### src/qte_pkg.sv
`timescale 1ns / 1ps
`default_nettype none
// ---------------------------------------------------------------------------
// qte_pkg
// Shared types, constants and helper functions for the quaternion to
// Euler angle block.
// ---------------------------------------------------------------------------
package qte_pkg;

  localparam int CORDIC_STEPS = 16;
  localparam int TAB_LEN      = 24;
  localparam int TAB_IDX_W    = 5;
  localparam int ITER_W       = (CORDIC_STEPS > 1) ? $clog2(CORDIC_STEPS) : 1;

  // cordic vector and angle accumulator widths
  localparam int CW = 36;
  localparam int ZW = 30;
  // square root operand width
  localparam int SQW = 61;
  // working width for angle fixups
  localparam int AW = 22;

  localparam logic signed [ZW-1:0] HALF_PI_Q24 = ZW'(26353589);
  localparam logic signed [17:0]   HALF_PI_Q13 = 18'sd12868;
  localparam logic signed [AW-1:0] TWO_PI_Q13  = AW'(51472);
  localparam logic signed [AW-1:0] SAT_MAX     = AW'(131071);
  localparam logic signed [AW-1:0] SAT_MIN     = -AW'(131072);

  typedef logic signed [15:0] q_t;
  typedef logic signed [17:0] angle_t;
  typedef logic [1:0]         status_t;

  localparam status_t ST_NORMAL = 2'd0;
  localparam status_t ST_NORTH  = 2'd1;
  localparam status_t ST_SOUTH  = 2'd2;

  localparam logic REG_POLE_THR   = 1'b0;
  localparam logic REG_UNWRAP_THR = 1'b1;

  function automatic logic [23:0] atan_q24(input logic [TAB_IDX_W-1:0] idx);
    logic [23:0] r;
    case (idx)
      5'd0:  r = 24'd13176795;
      5'd1:  r = 24'd7778716;
      5'd2:  r = 24'd4110060;
      5'd3:  r = 24'd2086331;
      5'd4:  r = 24'd1047214;
      5'd5:  r = 24'd524117;
      5'd6:  r = 24'd262123;
      5'd7:  r = 24'd131069;
      5'd8:  r = 24'd65536;
      5'd9:  r = 24'd32768;
      5'd10: r = 24'd16384;
      5'd11: r = 24'd8192;
      5'd12: r = 24'd4096;
      5'd13: r = 24'd2048;
      5'd14: r = 24'd1024;
      5'd15: r = 24'd512;
      5'd16: r = 24'd256;
      5'd17: r = 24'd128;
      5'd18: r = 24'd64;
      5'd19: r = 24'd32;
      5'd20: r = 24'd16;
      5'd21: r = 24'd8;
      5'd22: r = 24'd4;
      5'd23: r = 24'd2;
      default: r = 24'd0;
    endcase
    return r;
  endfunction

  // round a Q.24 angle to Q9.13
  function automatic logic signed [AW-1:0] q24_to_q13(input logic signed [32:0] z);
    logic signed [32:0] t;
    t = z + 33'sd1024;
    return $signed(t[32:11]);
  endfunction

  function automatic angle_t sat18(input logic signed [AW-1:0] v);
    angle_t r;
    if (v > SAT_MAX) r = 18'sd131071;
    else if (v < SAT_MIN) r = -18'sd131072;
    else r = v[17:0];
    return r;
  endfunction

  function automatic angle_t unwrap(input angle_t prev, input logic signed [AW-1:0] v,
                                    input logic [15:0] th);
    logic signed [AW-1:0] vv;
    logic signed [AW-1:0] pp;
    logic signed [AW-1:0] tt;
    pp = AW'(prev);
    tt = $signed({{(AW-16){1'b0}}, th});
    vv = v;
    if (pp - vv > tt) vv = vv + TWO_PI_Q13;
    if (pp - vv < -tt) vv = vv - TWO_PI_Q13;
    return sat18(vv);
  endfunction

endpackage
`default_nettype wire

### src/qte_isqrt.sv
`timescale 1ns / 1ps
`default_nettype none
// ---------------------------------------------------------------------------
// qte_isqrt
// Iterative integer square root, one result bit per cycle.
// ---------------------------------------------------------------------------
module qte_isqrt (
  input  logic                   clk,
  input  logic                   rst,
  input  logic                   start,
  input  logic [qte_pkg::SQW-1:0] v_in,
  output logic                   done,
  output logic [30:0]            root
);
  import qte_pkg::*;

  logic           run;
  logic [SQW-1:0] v;
  logic [SQW-1:0] res;
  logic [SQW-1:0] bitv;
  logic [SQW-1:0] trial;

  assign trial = res + bitv;
  assign root  = res[30:0];

  always_ff @(posedge clk) begin
    if (rst) begin
      run  <= 1'b0;
      done <= 1'b0;
    end else begin
      done <= 1'b0;
      if (start) begin
        v    <= v_in;
        res  <= '0;
        bitv <= SQW'(1) << (SQW - 1);
        run  <= 1'b1;
      end else if (run) begin
        if (v >= trial) begin
          v   <= v - trial;
          res <= (res >> 1) + bitv;
        end else begin
          res <= res >> 1;
        end
        bitv <= bitv >> 2;
        if (bitv[0]) begin
          run  <= 1'b0;
          done <= 1'b1;
        end
      end
    end
  end

endmodule
`default_nettype wire

### config.mk
export PLATFORM = sky130hd
export DESIGN_NAME = qte_isqrt
export DESIGN_NICKNAME = d
export VERILOG_FILES = /design/src/qte_pkg.sv /design/src/qte_isqrt.sv
export SDC_FILE = /design/constraint.sdc
export NUM_CORES = 1
export LEC_CHECK = 0
export BUFFER_PORTS_ARGS = -buffer_cell sky130_fd_sc_hd__buf_2
export CORE_ASPECT_RATIO = 2
export CORE_MARGIN = 3
export CORE_UTILIZATION = 50
export DETAILED_ROUTE_END_ITERATION = 12
export GPL_TIMING_DRIVEN = 0
export PLACE_DENSITY = 0.68
export SETUP_SLACK_MARGIN = 0.05
export SYNTH_ARGS = -nofsm -noshare
export SYNTH_HDL_FRONTEND = slang
export SYNTH_SLANG_ARGS = --single-unit
### constraint.sdc
create_clock -name clk -period 17.4 [get_ports clk]
set_clock_uncertainty 0.1 [all_clocks]
set_input_delay 5.22 -clock clk [delete_from_list [all_inputs] [get_ports clk]]
set_output_delay 5.22 -clock clk [all_outputs]
set_load 0.05 [all_outputs]
After elaboration in Yosys (flattened, before gate mapping)
Cells that the tools add are included.
{"block": "totals", "regBits": 155, "latch_bits": 0, "ram_bits": 0, "rom_bits": 0, "inputBits": 64, "out_inout_bits": 32, "elab_cells": 26, "mem_count": 0}
{"block": "classes", "addsub": 3, "mul": 0, "n_div": 0, "order_cmp": 1, "eq_ne": 0, "shift": 0, "mux": 10, "n_bitwise": 2, "reduce_logical": 5}
{"cell": "two-way mux 61 bit", "n": 6}
{"cell": "adder 60 x 61 -> 61 bit", "n": 1}
{"cell": "adder 61 bit", "n": 1}
{"cell": ">= comparator 61 bit", "n": 1}
{"cell": "subtractor 61 bit", "n": 1}
{"cell": "two-way mux 1 bit", "n": 4}
{"cell": "nonzero test 2 bit", "n": 2}
{"cell": "AND reduction 3 bit", "n": 1}
{"cell": "OR reduction 3 bit", "n": 1}
{"cell": "inverter 1 bit", "n": 2}
{"cell": "AND reduction 2 bit", "n": 1}

Longest topological paths before layout
{"block": "logic_depth", "depth_word": 5, "ltp_mapped": 26, "ltp_nobuf": 23}

Worst setup path before layout
Ideal clock, no wire load.
{"block": "synth_timing", "path_type": "in2reg", "start": "input port start", "end": "register v[0], enable pin", "setup_ns": 0.573, "arrival_ns": 14.364, "required_time_ns": 16.727, "slack_ns": 2.363, "stages": 5, "n_path_buf": 2, "path_cell_list": "clkbuf_1 > clkbuf_1 > nor2_1 > nor2_1 > a21boi_0"}
{"block": "synth_via", "elab_chain_len": 2, "word_cells_on_any_way": 3, "cone_classes": "reduce/logical (3)"}
{"element": "from (decl)", "line": "qte_isqrt.sv:10", "text": "input logic start,"}
{"element": "nonzero test 2 bit (no source line)"}
{"element": "AND reduction 3 bit (no source line) *"}
{"element": "to (signal assigned)", "line": "qte_isqrt.sv:33", "text": "v <= v_in;"}
{"element": "to (signal assigned)", "line": "qte_isqrt.sv:39", "text": "v <= v - trial;"}
{"element": "to (decl)", "line": "qte_isqrt.sv:18", "text": "logic [SQW-1:0] v;"}
Every way passes the cells marked *; elsewhere a longest branch is shown, timed or not.
A chain may end at the register's enable or synchronous reset.

Final worst setup path
{"block": "layout_timing", "start": "input port start", "end": "register v[30], enable pin"}
The elaborated chain is that of the path after synthesis.

==> impl_metrics.py <==
metrics = {
    "global_route": {
        "grt-ovfl-total": 0,
        "grt_use_met3_pct": 4.52,
        "grt_max_degree": 32,
        "grt_use_met2_pct": 60.3,
        "grt_first_pass_wirelength_um": 76500,
        "top_usage_layer": "met2",
        "grtUsageMet1_pct": 29.8,
        "grt_pass1_vias": 13893,
        "grt_use_total_pct": 32.1,
        "antenna_found_initial": 1,
    },
    "clock_tree": {
        "cts_tree": "built",
        "cts_resized": 0,
        "htreeDepth": 4,
        "hold_buffers": 0,
        "clkSinkCount": 155,
        "cts_buffer_depth": 2,
        "cts-root-buf": "clkbuf_16",
        "cts_buffers": 17,
        "cts_setup_buffers": 0,
        "clkTransAtPathRegs_ns": 0.07,
        "clock_latency_ns": 0.46,
    },
    "setup_path": {
        "crit_path_end_kind": "flop",
        "cpPeakStageDelay_ns": 0.85,
        "r2r_slack_ns": 9.03,
        "cp_slowest_cell": "clkbuf_1",
        "critPathRequiredTime_ns": 17.46,
        "cp-startpoint": "start",
        "crit_arrival_ns": 9.18,
        "cp_max_fo": 31,
        "r2r_cells": 23,
        "worstSetupPathType": "primary input to flop",
        "crit_chain": "buf_2 -> clkbuf_1 -> clkbuf_1 -> nor2_1 -> nor2_4 -> buf_12 -> buf_12 -> buf_12 -> a21boi_4 -> buf_12",
        "crit_top_cell": "buf_12",
        "r2r_start": "res[12]",
        "startpoint_type": "primary input",
    },
    "detailed_routing": {
        "drt_iter0_drc": 945,
        "first_pass_iters": 9,
        "vias": 13939,
        "post_drt_wl_per_cell_um": 23.0,
        "route.detailed.drc": 0,
        "routed_wl_um": 50500,
        "antenna_left": 0,
        "vias_per_cell": 6.36,
    },
    "power_and_ir_drop": {
        "p_total_mw": 1.77,
        "ir_drop_mv": 0.0696,
        "pwr_density_cell_nw_per_um2": 110,
        "swShare_pct": 44.1,
        "combPwrFrac_pct": 49.1,
        "power.switching_mw": 0.779,
        "seqPwrFrac_pct": 29.4,
        "pwr-share-clk_pct": 21.5,
        "p_int_mw": 0.988,
        "leakage_nw": 6.31,
    },
    "timing": {
        "fin_crit_ns": 9.12,
        "tightestPinTransition_ns": 1.42,
        "final_hold_viol_count": 0,
        "grt_setup_unrepaired": "false",
        "slew_headroom_pct": 4.04,
        "timing.fmax_mhz": 110,
        "setup_violations": 0,
        "final.period_utilization_pct": 52.4,
        "worst_hold_slack_ns": 0.398,
        "slew_viol_final": 0,
    },
    "yosys": {
        "synthAdderAreaFrac_pct": 10.7,
        "synthCells": 1702,
        "synth_cell_types": 76,
        "ys_warn_count": 0,
        "seq_area_frac_synth_pct": 31.9,
        "ys_ff_latch": 155,
        "synth_top_flop_cell": "edfxtp_1",
        "netlist_area_um2": 14500,
        "synth_area_per_cell_um2": 8.53,
        "syn_nets": 1890,
        "async_flop_share_pct": 0,
        "synthMuxAreaShare_pct": 0.681,
        "synth_top_family_by_area": "compound AO/OA/AOI/OAI gates",
        "synth_compound_area_share_pct": 24.2,
        "yosys.area_share.simple_pct": 18.6,
        "synth_edf_count": 153,
        "synth-xor-area-share_pct": 9.29,
    },
    "hold_path": {
        "hp-class": "flop to flop",
        "hp-start": "run",
        "min_delay_path_depth": 1,
    },
    "finish": {
        "final_net_count": 2009,
        "seqCellArea_um2": 4630,
        "multiInputGateArea_um2": 9240,
        "layout_common_cells": "nand2_1, edfxtp_1, o21ai_0, a21oi_1, ha_1",
        "area_growth_pct": 11.1,
        "layout_commonest_cell": "nand2_1",
        "drive_gt1_share_pct": 11.7,
        "fillers": 2669,
        "final_core_util_pct": 56.8,
    },
    "job": {
        "drv_cap": 0,
    },
    "placed_design": {
        "dp_hpwl_um": 40100,
        "io_buffers": 95,
        "gp_congestion": 0.975,
    },
    "die": {
        "die_x_um": 127,
        "coreArea_um2": 28400,
        "initial_utilization_pct": 51.1,
        "fp-row-count": 87,
        "die_h_um": 247,
        "design.die.area_um2": 31300,
        "pin_count": 96,
    },
    "outcome": {
        "status": "completed",
    },
}
-- cells in the mapped netlist, types with 8 or more instances --
library cell	number	area [um^2]
nand2_1	205	769
edfxtp_1	153	4590
o21ai_0	146	731
a21oi_1	131	656
ha_1	123	1540
nor2_1	118	443
xnor2_1	77	674
xor2_1	77	674
clkbuf_1	72	270
nand4_1	57	357
a21o_1	52	390
a31oi_1	51	319
nor2b_1	49	307
buf_4	32	240
nand3_1	30	150
o21bai_1	30	225
a211oi_1	28	210
inv_1	24	90.1
nor3_1	24	120
and3_1	19	119
a31o_2	14	123
o21a_1	14	105
a21boi_0	13	97.6
buf_2	12	60.1
and2_1	9	56.3
o31ai_1	8	60.1
or3_1	8	50.1
-- registers in the layout (all words and copies together) (netlist names) --
signal and cells:
res 61, v 61, bitv 31, done 1, run 1
-- critical path: cells and delay by family --
family | cells | cell delay, ns
simple gates | 2 | 0.52
compound gates | 1 | 0.64
buf+inv | 7 | 2.71
-- power groups by stage --
stage	sequential [mW]	clock, mW	combinational (mW)
6_report	0.520	0.379	0.868
5_1_grt	0.523	0.395	0.953
4_1_cts	0.519	0.384	0.861
3_5_place_dp	0.527	0	0.856
3_3_place_gp	0.533	0	0.840
2_1_floorplan	0.509	0	0.624
-- final timing paths --
check	to
setup / recovery	v[30]
hold / removal	done
setup reg to reg	v[30]
hold reg to reg	done
-- stage by stage --
stage	cells	cell area [um^2]	worst slack, ns	TNS [ns]
floorplan	1702	14500	2.36	0
detailed placement	2158	15600	7.85	0
global placement	2153	15400	-3.41	-207.45
global route	2190	16100	8.17	0
finish	2191	16100	8.28	0
CTS	2190	16100	8.32	0
-- logic make-up after synthesis --
| group | count (synthesis) |
|---|---|
| fa+ha+maj | 124 |
| buf+inv | 143 |
| compound gates | 554 |
| simple gates | 563 |
| flops | 155 |
| xor+xnor | 154 |
| mux | 9 |
-- final cells by class --
| type | count | area share [%] |
|---|---|---|
| Antenna cell | 1 | 0.0155 |
| Buffer | 118 | 3.58 |
| Clock buffer | 18 | 2.66 |
| Clock inverter | 14 | 0.845 |
| Inverter | 25 | 0.581 |
| Multi-Input combinational cell | 1404 | 57.2 |
| Sequential cell | 155 | 28.7 |
| Tap cell | 356 | 2.76 |
| Timing Repair Buffer | 100 | 3.61 |
-- routing by layer --
metal | vias up | wire (um)
met3 | 214 | 2610
met4 | 0 | 4730
met5 | - | 0
li1 | 6559 | -
met1 | 6553 | 16100
met2 | 613 | 27100
Power figures use the tool's default switching activity.
