[src/qte_pkg.sv]
`timescale 1ns / 1ps
`default_nettype none
// ---------------------------------------------------------------------------
// qte_pkg
// Shared types, constants and helper functions for the quaternion to
// Euler angle block.
// ---------------------------------------------------------------------------
package qte_pkg;

  localparam int CORDIC_STEPS = 16;
  localparam int TAB_LEN      = 24;
  localparam int TAB_IDX_W    = 5;
  localparam int ITER_W       = (CORDIC_STEPS > 1) ? $clog2(CORDIC_STEPS) : 1;

  // cordic vector and angle accumulator widths
  localparam int CW = 36;
  localparam int ZW = 30;
  // square root operand width
  localparam int SQW = 61;
  // working width for angle fixups
  localparam int AW = 22;

  localparam logic signed [ZW-1:0] HALF_PI_Q24 = ZW'(26353589);
  localparam logic signed [17:0]   HALF_PI_Q13 = 18'sd12868;
  localparam logic signed [AW-1:0] TWO_PI_Q13  = AW'(51472);
  localparam logic signed [AW-1:0] SAT_MAX     = AW'(131071);
  localparam logic signed [AW-1:0] SAT_MIN     = -AW'(131072);

  typedef logic signed [15:0] q_t;
  typedef logic signed [17:0] angle_t;
  typedef logic [1:0]         status_t;

  localparam status_t ST_NORMAL = 2'd0;
  localparam status_t ST_NORTH  = 2'd1;
  localparam status_t ST_SOUTH  = 2'd2;

  localparam logic REG_POLE_THR   = 1'b0;
  localparam logic REG_UNWRAP_THR = 1'b1;

  function automatic logic [23:0] atan_q24(input logic [TAB_IDX_W-1:0] idx);
    logic [23:0] r;
    case (idx)
      5'd0:  r = 24'd13176795;
      5'd1:  r = 24'd7778716;
      5'd2:  r = 24'd4110060;
      5'd3:  r = 24'd2086331;
      5'd4:  r = 24'd1047214;
      5'd5:  r = 24'd524117;
      5'd6:  r = 24'd262123;
      5'd7:  r = 24'd131069;
      5'd8:  r = 24'd65536;
      5'd9:  r = 24'd32768;
      5'd10: r = 24'd16384;
      5'd11: r = 24'd8192;
      5'd12: r = 24'd4096;
      5'd13: r = 24'd2048;
      5'd14: r = 24'd1024;
      5'd15: r = 24'd512;
      5'd16: r = 24'd256;
      5'd17: r = 24'd128;
      5'd18: r = 24'd64;
      5'd19: r = 24'd32;
      5'd20: r = 24'd16;
      5'd21: r = 24'd8;
      5'd22: r = 24'd4;
      5'd23: r = 24'd2;
      default: r = 24'd0;
    endcase
    return r;
  endfunction

  // round a Q.24 angle to Q9.13
  function automatic logic signed [AW-1:0] q24_to_q13(input logic signed [32:0] z);
    logic signed [32:0] t;
    t = z + 33'sd1024;
    return $signed(t[32:11]);
  endfunction

  function automatic angle_t sat18(input logic signed [AW-1:0] v);
    angle_t r;
    if (v > SAT_MAX) r = 18'sd131071;
    else if (v < SAT_MIN) r = -18'sd131072;
    else r = v[17:0];
    return r;
  endfunction

  function automatic angle_t unwrap(input angle_t prev, input logic signed [AW-1:0] v,
                                    input logic [15:0] th);
    logic signed [AW-1:0] vv;
    logic signed [AW-1:0] pp;
    logic signed [AW-1:0] tt;
    pp = AW'(prev);
    tt = $signed({{(AW-16){1'b0}}, th});
    vv = v;
    if (pp - vv > tt) vv = vv + TWO_PI_Q13;
    if (pp - vv < -tt) vv = vv - TWO_PI_Q13;
    return sat18(vv);
  endfunction

endpackage
`default_nettype wire

[src/qte_cordic.sv]
`timescale 1ns / 1ps
`default_nettype none
// ---------------------------------------------------------------------------
// qte_cordic
// Iterative vectoring CORDIC, one micro-rotation per cycle, atan2 in Q.24.
// ---------------------------------------------------------------------------
module qte_cordic (
  input  logic                         clk,
  input  logic                         rst,
  input  logic                         start,
  input  logic signed [qte_pkg::CW-1:0] y_in,
  input  logic signed [qte_pkg::CW-1:0] x_in,
  output logic                         done,
  output logic signed [qte_pkg::ZW-1:0] z
);
  import qte_pkg::*;

  logic                  run;
  logic [ITER_W-1:0]     iter;
  logic signed [CW-1:0]  x;
  logic signed [CW-1:0]  y;
  logic signed [CW-1:0]  dx;
  logic signed [CW-1:0]  dy;
  logic signed [ZW-1:0]  ang;

  assign dx  = x >>> iter;
  assign dy  = y >>> iter;
  assign ang = $signed({{(ZW-24){1'b0}}, atan_q24(TAB_IDX_W'(iter))});

  always_ff @(posedge clk) begin
    if (rst) begin
      run  <= 1'b0;
      done <= 1'b0;
    end else begin
      done <= 1'b0;
      if (start) begin
        iter <= '0;
        if (x_in == '0 && y_in == '0) begin
          z    <= '0;
          done <= 1'b1;
        end else begin
          run <= 1'b1;
          // fold the left half plane onto the right
          if (x_in < 0) begin
            if (y_in >= 0) begin
              x <= y_in;
              y <= -x_in;
              z <= HALF_PI_Q24;
            end else begin
              x <= -y_in;
              y <= x_in;
              z <= -HALF_PI_Q24;
            end
          end else begin
            x <= x_in;
            y <= y_in;
            z <= '0;
          end
        end
      end else if (run) begin
        if (y > 0) begin
          x <= x + dy;
          y <= y - dx;
          z <= z + ang;
        end else begin
          x <= x - dy;
          y <= y + dx;
          z <= z - ang;
        end
        iter <= iter + 1'b1;
        if (iter == ITER_W'(CORDIC_STEPS - 1)) begin
          run  <= 1'b0;
          done <= 1'b1;
        end
      end
    end
  end

  a_start_idle: assert property (@(posedge clk) disable iff (rst) start |-> !run)
    else $error("cordic started while busy");

endmodule
`default_nettype wire

[config.mk]
export PLATFORM = sky130hd
export DESIGN_NAME = qte_cordic
export DESIGN_NICKNAME = d
export VERILOG_FILES = /design/src/qte_pkg.sv /design/src/qte_cordic.sv
export SDC_FILE = /design/constraint.sdc
export NUM_CORES = 1
export LEC_CHECK = 0
export ABC_AREA = 1
export BUFFER_PORTS_ARGS = -buffer_cell sky130_fd_sc_hd__buf_4
export CORE_ASPECT_RATIO = 1.4
export CORE_MARGIN = 2
export CORE_UTILIZATION = 29
export CTS_BUF_LIST = sky130_fd_sc_hd__clkbuf_4 sky130_fd_sc_hd__clkbuf_8 sky130_fd_sc_hd__clkbuf_16
export DETAILED_ROUTE_END_ITERATION = 8
export SETUP_SLACK_MARGIN = 0.4
export SLEW_MARGIN = 20
export SYNTH_ARGS = -nofsm -noshare
export SYNTH_HDL_FRONTEND = slang
export SYNTH_SLANG_ARGS = --single-unit
export TNS_END_PERCENT = 100
[constraint.sdc]
create_clock -name clk -period 13.9 [get_ports clk]
set_input_delay 2.085 -clock clk [delete_from_list [all_inputs] [get_ports clk]]
set_output_delay 2.085 -clock clk [all_outputs]
set_load 0.05 [all_outputs]
== After elaboration in Yosys (flattened, before gate mapping) ==
Memories as Yosys holds them, arrays and structs flattened. A register that Yosys moved wholly into a read port is not among the register bits.
Cells that the tools add are included.

* Word-level logic and storage cells: 59
* RAM bits: 0
* Bits of input ports: 75
* Latch bits: 0
* Memory bits (read-only): 384
* Output and inout port bits: 31
* Flip-flop bits (word level): 108
* Memories kept: 1

* Add/subtract/negate cells: 9
* Order comparisons: 3
* Equality and inequality tests: 2
* Multipliers: 0
* Bitwise gates (word level): 1
* Divide/modulo/power cells: 0
* Reduce and logical (&&, ||, !) cells: 6
* Muxes and demuxes: 29
* Shift operators: 2

{| class="wikitable"
|+ Memory list
! name !! depth !! bits a word !! rd ports !! clocked after memory_dff !! wr ports !! RTL line !! text
|-
| (name not given) || 16 || 24 || 1 || 1 || 0 || qte_pkg.sv:42 || <nowiki>case (idx)</nowiki>
|}

{| class="wikitable"
|+ Operator list
! kind !! number
|-
| 36-bit 2-to-1 mux || 12
|-
| 30-bit 2-to-1 mux || 6
|-
| 36-bit adder || 2
|-
| 36-bit zero test || 2
|-
| 36-bit negation || 2
|-
| 36-bit by 4-bit >>> shifter with 36-bit output || 2
|-
| 36-bit subtractor || 2
|-
| 36-bit by 1-bit >= comparator with 1-bit output (second input constant) || 1
|-
| 36-bit by 1-bit greater-than comparator with 1-bit output (second input constant) || 1
|-
| 36-bit by 1-bit < comparator with 1-bit output (second input constant) || 1
|-
| 30-bit by 25-bit adder with 30-bit output || 1
|-
| 30-bit by 25-bit subtractor with 30-bit output || 1
|-
| 4-bit 2-to-1 mux || 3
|-
| 1-bit 2-to-1 mux || 8
|-
| 4-bit by 1-bit adder with 4-bit output (second input constant) || 1
|-
| 4-bit equality test (second input constant) || 1
|-
| 3-bit AND reduction || 1
|-
| 2-bit != test (second input constant) || 1
|-
| 2-bit AND reduction || 1
|-
| 2-bit nonzero test || 1
|-
| 1-bit logical AND || 1
|-
| 1-bit NOT || 1
|}

== Longest topological paths before layout ==
Gate-level depths: netlist (run 1).

* Word-level depth: 5
* Gate-level depth with buffers: 34
* Gate-level depth less buffers: 33

== Least setup slack after synthesis (run 1) ==
No wires, ideal clock.

* Kind: input to register
* Start: input port x_in[0] (netlist name)
* End: register x[0] (enable)
* Setup slack: 5038 ps
* Required time: 13290 ps
* Stages on the path: 13
* Path buffers: 0
* Arrival: 8252 ps
* Cell sequence: inv_1 ha_1 nand2_1 nor2_1 nand2_1 nor3_2 nand2_1 nor2_1 nand4_1 nor3_1 nand2_1 inv_1 a211oi_1

* Cells in the longest elaborated chain, start to end: 4

{| class="wikitable"
|+ RTL lines
! item !! RTL line !! text
|-
| from (decl) || qte_cordic.sv:12 || <nowiki>input logic signed [qte_pkg::CW-1:0] x_in,</nowiki>
|-
| 36-bit zero test || qte_cordic.sv:38 || <nowiki>if (x_in == '0 && y_in == '0) begin</nowiki>
|-
| 1-bit logical AND || qte_cordic.sv:38 ||
|-
| 2-bit != test (no source line) || -- ||
|-
| 3-bit AND reduction (no source line) || -- ||
|-
| to (signal assigned) || qte_cordic.sv:46 || <nowiki>x <= y_in;</nowiki>
|-
| to (signal assigned) || qte_cordic.sv:50 || <nowiki>x <= -y_in;</nowiki>
|-
| to (signal assigned) || qte_cordic.sv:55 || <nowiki>x <= x_in;</nowiki>
|-
| to (decl) || qte_cordic.sv:20 || <nowiki>logic signed [CW-1:0] x;</nowiki>
|}

No other way between the ends.
A chain may end at the register's enable or synchronous reset.

== Worst setup path in the final report (run 1) ==
* Start: register iter[3]
* End: register x[34] (data pin)

* Cells in the longest elaborated chain, start to end: 5
* Elaborated cells on any way between the ends: 6
* Those cells by class: add/sub: 2; shift: 1; mux: 3

{| class="wikitable"
|+ RTL lines
! item !! RTL line !! text
|-
| from (decl) || qte_cordic.sv:19 || <nowiki>logic [ITER_W-1:0] iter;</nowiki>
|-
| from (signal assigned) || qte_cordic.sv:70 || <nowiki>iter <= iter + 1'b1;</nowiki>
|-
| 36-bit by 4-bit >>> shifter with 36-bit output * || qte_cordic.sv:27 || <nowiki>assign dy = y >>> iter;</nowiki>
|-
| 36-bit subtractor or 36-bit adder (tied branches) || qte_cordic.sv:66, qte_cordic.sv:62 ||
|-
| 36-bit 2-to-1 mux * || qte_cordic.sv:61 || <nowiki>if (y > 0) begin</nowiki>
|-
| 36-bit 2-to-1 mux * || qte_cordic.sv:60 || <nowiki>end else if (run) begin</nowiki>
|-
| 36-bit 2-to-1 mux * || qte_cordic.sv:36 || <nowiki>if (start) begin</nowiki>
|-
| to (signal assigned) || qte_cordic.sv:46 ||
|-
| to (signal assigned) || qte_cordic.sv:62 || <nowiki>x <= x + dy;</nowiki>
|-
| to (signal assigned) || qte_cordic.sv:66 || <nowiki>x <= x - dy;</nowiki>
|}

Mark *: on every way between the ends. The rest lies on a longest branch, timed or not. The select of a mux whose other input is x is not followed.

==> results.py, run 1 <==
metrics = {
    "power": {
        "p_int_mw": 1.40,
        "pwr-share-comb_pct": 61.6,
        "p_leak_nw": 9.35,
        "peakVddDrop_uv": 94.3,
        "p_seq_share_pct": 21.6,
        "p_per_area_nw_per_um2": 138,
        "clock_power_share_pct": 16.7,
        "p_sw_mw": 1.51,
        "sw_frac_of_total_pct": 51.9,
    },
    "die": {
        "die_h_um": 306,
        "ioPinCount": 106,
        "rows": 110,
        "dieWidth_um": 220,
        "start_util_pct": 29.4,
        "core-area_um2": 64500,
        "die_area_um2": 67400,
    },
    "clock_tree": {
        "clk_latency_ns": 0.47,
        "postCtsSetupRepairBufs": 0,
        "cts_tree": "built",
        "path_clk_slew_ns": 0.07,
        "clk_path_buf_depth": 2,
        "postCtsHoldBufs": 0,
        "cts-resized-gates": 0,
        "clkSinkCount": 131,
        "clock-root-buffer": "clkbuf_16",
        "numCtsBuffers": 17,
        "h-tree-depth": 4,
    },
    "global_routing": {
        "grtUsageTotal_pct": 23.5,
        "grt-ovfl-total": 0,
        "grt_start_max_net_pins": 87,
        "grt_pass1_vias": 20561,
        "grt_pass1_wl_mm": 120,
        "antenna_found_initial": 0,
    },
    "placed_design": {
        "io_buffers": 105,
        "pre_cts_ws_ns": 8.21,
        "place_hpwl_mm": 64.5,
        "routabilityCongestion": 0.981,
    },
    "outcome": {
        "status": "completed",
    },
    "synth": {
        "async_flop_share_pct": 0,
        "synth.net_count": 3339,
        "synth_seq_cells": 131,
        "avgSynthCellArea_um2": 6.02,
        "synth_cell_types": 59,
        "syn_area_um2": 19000,
        "seq_area_frac_synth_pct": 19.4,
        "synthCells": 3150,
        "yosys_warnings": 0,
        "ys.flop_type": "edfxtp_1",
        "synth_edf_count": 106,
    },
    "setup_path": {
        "cp.arrival_ns": 6.15,
        "crit_fanout": 54,
        "crit_path_end_kind": "flip-flop",
        "critical_path_class": "flip-flop to flip-flop",
        "start_kind": "flip-flop",
        "critPathRequiredTime_ns": 14.12,
    },
    "timing": {
        "slew_violations": 0,
        "fin_crit_sh_pct": 42.7,
        "fin_skew_ns": 0.0211,
        "fin_ws_ns": 7.97,
        "setup_viol": 0,
        "slew_headroom_pct": 27.5,
        "hold_viol_final": 0,
        "tns_ns": 0,
        "layout_min_cycle_time_ns": 5.93,
        "grt_setup_unrepaired": "no",
        "clock.fmax_mhz": 169,
        "worst_slew_pin_slew_ns": 1.09,
    },
    "route": {
        "wl_mm": 80.0,
        "drc": 0,
        "drtPass1Iterations": 6,
        "antenna_left": 0,
        "drt-initial-drc-count": 2070,
        "vias": 21608,
        "vias_per_cell": 5.37,
        "wl_per_cell_um": 19.9,
    },
    "flow_run": {
        "drv_cap": 0,
    },
    "final_layout": {
        "nNetsFinal": 3359,
        "final_common_cell": "nand2_1",
        "multiInputGateArea_um2": 13700,
        "area_growth_syn_to_layout_pct": 10.9,
        "num_antenna_cells": 0,
        "nFillCells": 7184,
        "drive_gt1_share_pct": 7.04,
        "seqCellArea_um2": 3680,
        "most-common-layout-cells": "803 x nand2_1, 464 x nand3_1, 344 x nor2_1, 271 x inv_1, 222 x a21oi_1",
    },
    "min_path": {
        "worstHoldPathType": "flip-flop to flip-flop",
    },
}
## power by group through the flow
| stage | Combinational [mW] | Clock, mW | Sequential, mW |
|---|---|---|---|
| 2_1_floorplan | 1.23 | 0 | 0.628 |
| 3_3_place_gp | 1.77 | 0 | 0.635 |
| 3_5_place_dp | 1.77 | 0 | 0.633 |
| 4_1_cts | 1.78 | 0.491 | 0.626 |
| 5_1_grt | 2.00 | 0.503 | 0.629 |
| 6_report | 1.79 | 0.487 | 0.629 |
## flip-flops by register name, summed over array words and instances (netlist names)
| register | flops |
|---|---|
| y | 36 |
| iter | 4 |
| ang | 23 |
| done | 1 |
| run | 1 |
| z | 30 |
| x | 36 |
## cells by family (layout without fill, tap and decap cells)
kind of cell / after synthesis / count (layout) / synth area share [%]
and+or+nand+nor: 1750 / 1750 / 39.7
xor gates and xnor gates: 151 / 151 / 6.98
buffers and inverters: 404 / 437 / 8.47
AOI/OAI and AO/OA: 600 / 600 / 17.7
adders and majority gates: 114 / 114 / 7.64
DFF: 131 / 131 / 19.4
## final timing paths
kind	to	slack [ns]	from	depth (start not counted)
worst max register to register	x[34]	7.97	iter[3]	21
worst min register to register	run	0.52	run	2
worst min-delay path	run	0.52	run	2
worst max-delay path	x[34]	7.97	iter[3]	21
## area by class of cell
class	instances	area share (%)
sequential	131	17.5
tap	840	5.00
clock inverter	15	0.857
multi-input combinational	2615	65.1
clock buffer	17	2.02
timing repair buffer	124	4.43
inverter	281	5.02
## cell usage after synthesis, drive strengths merged (9+ instances only)
library cell	instances	area share (%)
a21oi	223	5.9
a31oi	22	0.73
nor2	359	7.4
nand4	30	1.1
nor3	44	1.4
o21ai	243	6.5
a21o	12	0.48
nand2	807	16
o221ai	21	0.97
nor4	18	0.63
edfxtp	106	17
inv	280	5.5
o31ai	9	0.36
or2	21	0.69
o211ai	20	0.79
xnor2	65	3.0
clkbuf	60	1.2
buf	63	1.7
ha	111	7.3
dfxtp	25	2.6
xor2	86	4.0
nand3	466	12
o21a	14	0.55
## per-layer routing
| layer | share of wire [%] | GRT usage (%) | vias up | wire (µm) |
|---|---|---|---|---|
| li1 | - | - | 10750 | - |
| met1 | 36 | 24.4 | 9857 | 28700 |
| met2 | 49 | 41.3 | 755 | 39500 |
| met3 | 3.7 | 1.94 | 246 | 2960 |
| met4 | 11 | 21.9 | 0 | 8820 |
| met5 | 0 | 0 | - | 0 |
## per-stage QoR
stage	instance area [µm²]	power [mW]	utilization, %	hold slack [ns]	instances
after floorplan	19000	1.86	-	0.456	3150
after global placement	20400	2.41	31.6	0.515	3991
after detailed placement	20400	2.40	31.6	0.517	3991
after CTS	21000	2.90	32.6	0.529	4023
after global routing	21000	3.13	32.6	0.554	4023
final	21000	2.91	32.6	0.525	4023
## worst max-delay path: stages, from the launching register on
cell and delay [ns]:
edfxtp_1 0.36, buf_4 0.34, inv_2 0.55, buf_4 0.58
nand3_1 0.20, o21ai_1 0.32, nand2_1 0.14, nor2_1 0.10
nand2_1 0.10, nor3_1 0.33, a21oi_1 0.14, xnor2_1 0.20
ha_1 0.41, nand2_1 0.13, nor2_1 0.15, inv_1 0.08
nor4_1 0.67, o21ai_0 0.40, nand3_1 0.23, a21oi_1 0.07
o21ai_0 0.10, nand2_1 0.07
Note: power is estimated with default switching activity, not from simulation.
==> inputs of run 2 (changes only) <==
==> constraint.sdc (replaced) <==
create_clock -name clk -period 6.14 [get_ports clk]
set_input_delay 0.921 -clock clk [delete_from_list [all_inputs] [get_ports clk]]
set_output_delay 0.921 -clock clk [all_outputs]
set_load 0.05 [all_outputs]
==> results.py, run 2 (synthesis gave the netlist of run 1 again) <==
metrics = {
    "min_path": {
        "holdPathEnd": "run",
        "min_path_cells": 2,
        "worstHoldPathType": "flip-flop to flip-flop",
        "min_from": "run",
    },
    "placed_design": {
        "routabilityCongestion": 0.978,
        "place_hpwl_mm": 67.3,
        "placed_cells": 4001,
        "io_buffers": 105,
        "pre_cts_ws_ns": 0.771,
    },
    "final_layout": {
        "most-common-layout-cells": "803 x nand2_1, 464 x nand3_1, 344 x nor2_1, 271 x inv_1, 221 x a21oi_1",
        "final_cells": 4033,
        "final_common_cell": "nand2_1",
        "nNetsFinal": 3369,
        "area_growth_syn_to_layout_pct": 11.3,
        "num_antenna_cells": 0,
        "top_regs": "x x36, y x36, z x30",
        "drive_gt1_share_pct": 7.45,
    },
    "die": {
        "dieWidth_um": 220,
        "core-area_um2": 64500,
        "die_area_um2": 67400,
        "ioPinCount": 106,
        "die_h_um": 306,
        "rows": 110,
        "start_util_pct": 29.4,
    },
    "route": {
        "drt-initial-drc-count": 1809,
        "wl_mm": 82.7,
        "drtPass1Iterations": 8,
        "vias": 21600,
        "antenna_left": 0,
        "wl_per_cell_um": 20.5,
        "vias_per_cell": 5.36,
        "drc": 0,
    },
    "power": {
        "clock_power_share_pct": 16.1,
        "sw_frac_of_total_pct": 52.4,
        "pwr-share-comb_pct": 62.4,
        "p_int_mw": 3.15,
        "p_per_area_nw_per_um2": 313,
        "p_seq_share_pct": 21.5,
        "p_leak_nw": 9.40,
        "p_sw_mw": 3.46,
        "peakVddDrop_uv": 232,
    },
    "setup_path": {
        "critPathRequiredTime_ns": 6.35,
        "critical_path_class": "flip-flop to flip-flop",
        "r2r_slack_ns": 0.73,
        "crit_path_end_kind": "flip-flop",
        "start_kind": "flip-flop",
        "reg2reg_depth": 28,
        "cp.arrival_ns": 5.61,
        "cpMaxStageDelayCell": "xor2_1",
        "crit_fanout": 35,
        "r2r_end": "y[35]",
        "crit_buf_inv": 4,
        "cp_common_cell": "nand2_1",
        "slowest_delay_ns": 0.49,
        "r2r-start": "iter[1]",
        "cp_top_family": "simple AND/OR/NAND/NOR gates",
    },
    "timing": {
        "hold_viol_final": 0,
        "fin_ws_ns": 0.733,
        "slew_headroom_pct": 24.4,
        "fin_skew_ns": 0.0135,
        "clock.fmax_mhz": 185,
        "tns_ns": 0,
        "worst_slew_pin_slew_ns": 1.13,
        "slew_violations": 0,
        "setup_viol": 0,
        "fin_crit_sh_pct": 88.1,
        "layout_min_cycle_time_ns": 5.41,
        "grt_setup_unrepaired": "no",
    },
    "global_routing": {
        "grt_pass1_wl_mm": 123,
        "grt_start_max_net_pins": 81,
        "grt_use_met3_pct": 2.31,
        "grt-ovfl-total": 0,
        "grt_use_met1_pct": 25.4,
        "grt_use_met2_pct": 43.4,
        "grt_pass1_vias": 20701,
        "grtUsageTotal_pct": 24.2,
        "antenna_found_initial": 0,
        "grt_busiest_layer": "met2",
    },
    "clock_tree": {
        "clk_latency_ns": 0.46,
        "clk_path_buf_depth": 2,
        "postCtsHoldBufs": 0,
        "clkSinkCount": 131,
        "h-tree-depth": 4,
        "numCtsBuffers": 17,
        "clock-root-buffer": "clkbuf_16",
        "cts_tree": "built",
        "path_clk_slew_ns": 0.06,
    },
    "outcome": {
        "status": "completed",
    },
    "flow_run": {
        "drv_cap": 0,
    },
}
## run 2: worst max-delay path by stage
stage | from | end | depth (start not counted) | slack [ns]
6_report | iter[1] | y[35] | 28 | 0.73
3_5_place_dp | iter[1] | x[35] | 29 | 0.77
2_1_floorplan | x_in[0] | x[0] | 13 | 0.95
5_1_grt | iter[0] | y[35] | 28 | 0.41
4_1_cts | iter[1] | x[35] | 29 | 0.73
3_3_place_gp | iter[3] | x[35] | 23 | 0.60
## run 2: power by group through the flow
stage / Clock, mW / Combinational, mW / Sequential (mW)
finish: 1.06 / 4.13 / 1.42
global route: 1.10 / 4.58 / 1.42
floorplan: 0 / 2.79 / 1.42
CTS: 1.07 / 4.09 / 1.42
global placement: 0 / 4.08 / 1.44
detailed placement: 0 / 4.06 / 1.43
## run 2: what timing repair did
action                                  in CTS  in global routing
gates resized for setup                      0                  7
endpoints found under the setup margin       0                  6
setup buffers                                0                  0
## run 2: worst register-to-register path, delay by kind of cell (launching register included)
family | cells | cell delay (ns)
and+or+nand+nor | 20 | 2.64
buffers and inverters | 4 | 0.80
adders and majority gates | 2 | 0.52
xor gates and xnor gates | 1 | 0.49
DFF | 1 | 0.42
AOI/OAI and AO/OA | 1 | 0.30
## run 2: metrics by stage
step	hold slack [ns]	util [%]	power, mW	instance area [µm²]
after floorplan	0.456	-	4.21	19000
after CTS	0.498	32.7	6.58	21100
after global placement	0.479	31.8	5.52	20500
final	0.500	32.7	6.61	21100
after global routing	0.547	32.7	7.10	21100
after detailed placement	0.488	31.8	5.50	20500
## run 2: layout make-up
class | count | area [µm²]
well taps | 840 | 1050
clock buffers | 17 | 425
repair buffers | 134 | 1020
multi-input cells | 2615 | 13700
flip-flops and latches | 131 | 3680
inverters | 281 | 1060
clock inverters | 15 | 155
fillers | 7175 | 43400
## run 2: per-layer routing
metal | up-vias | share of wire [%]
li1 | 10779 | -
met1 | 9937 | 36
met2 | 671 | 50
met3 | 213 | 3.8
met4 | 0 | 9.6
met5 | - | 0
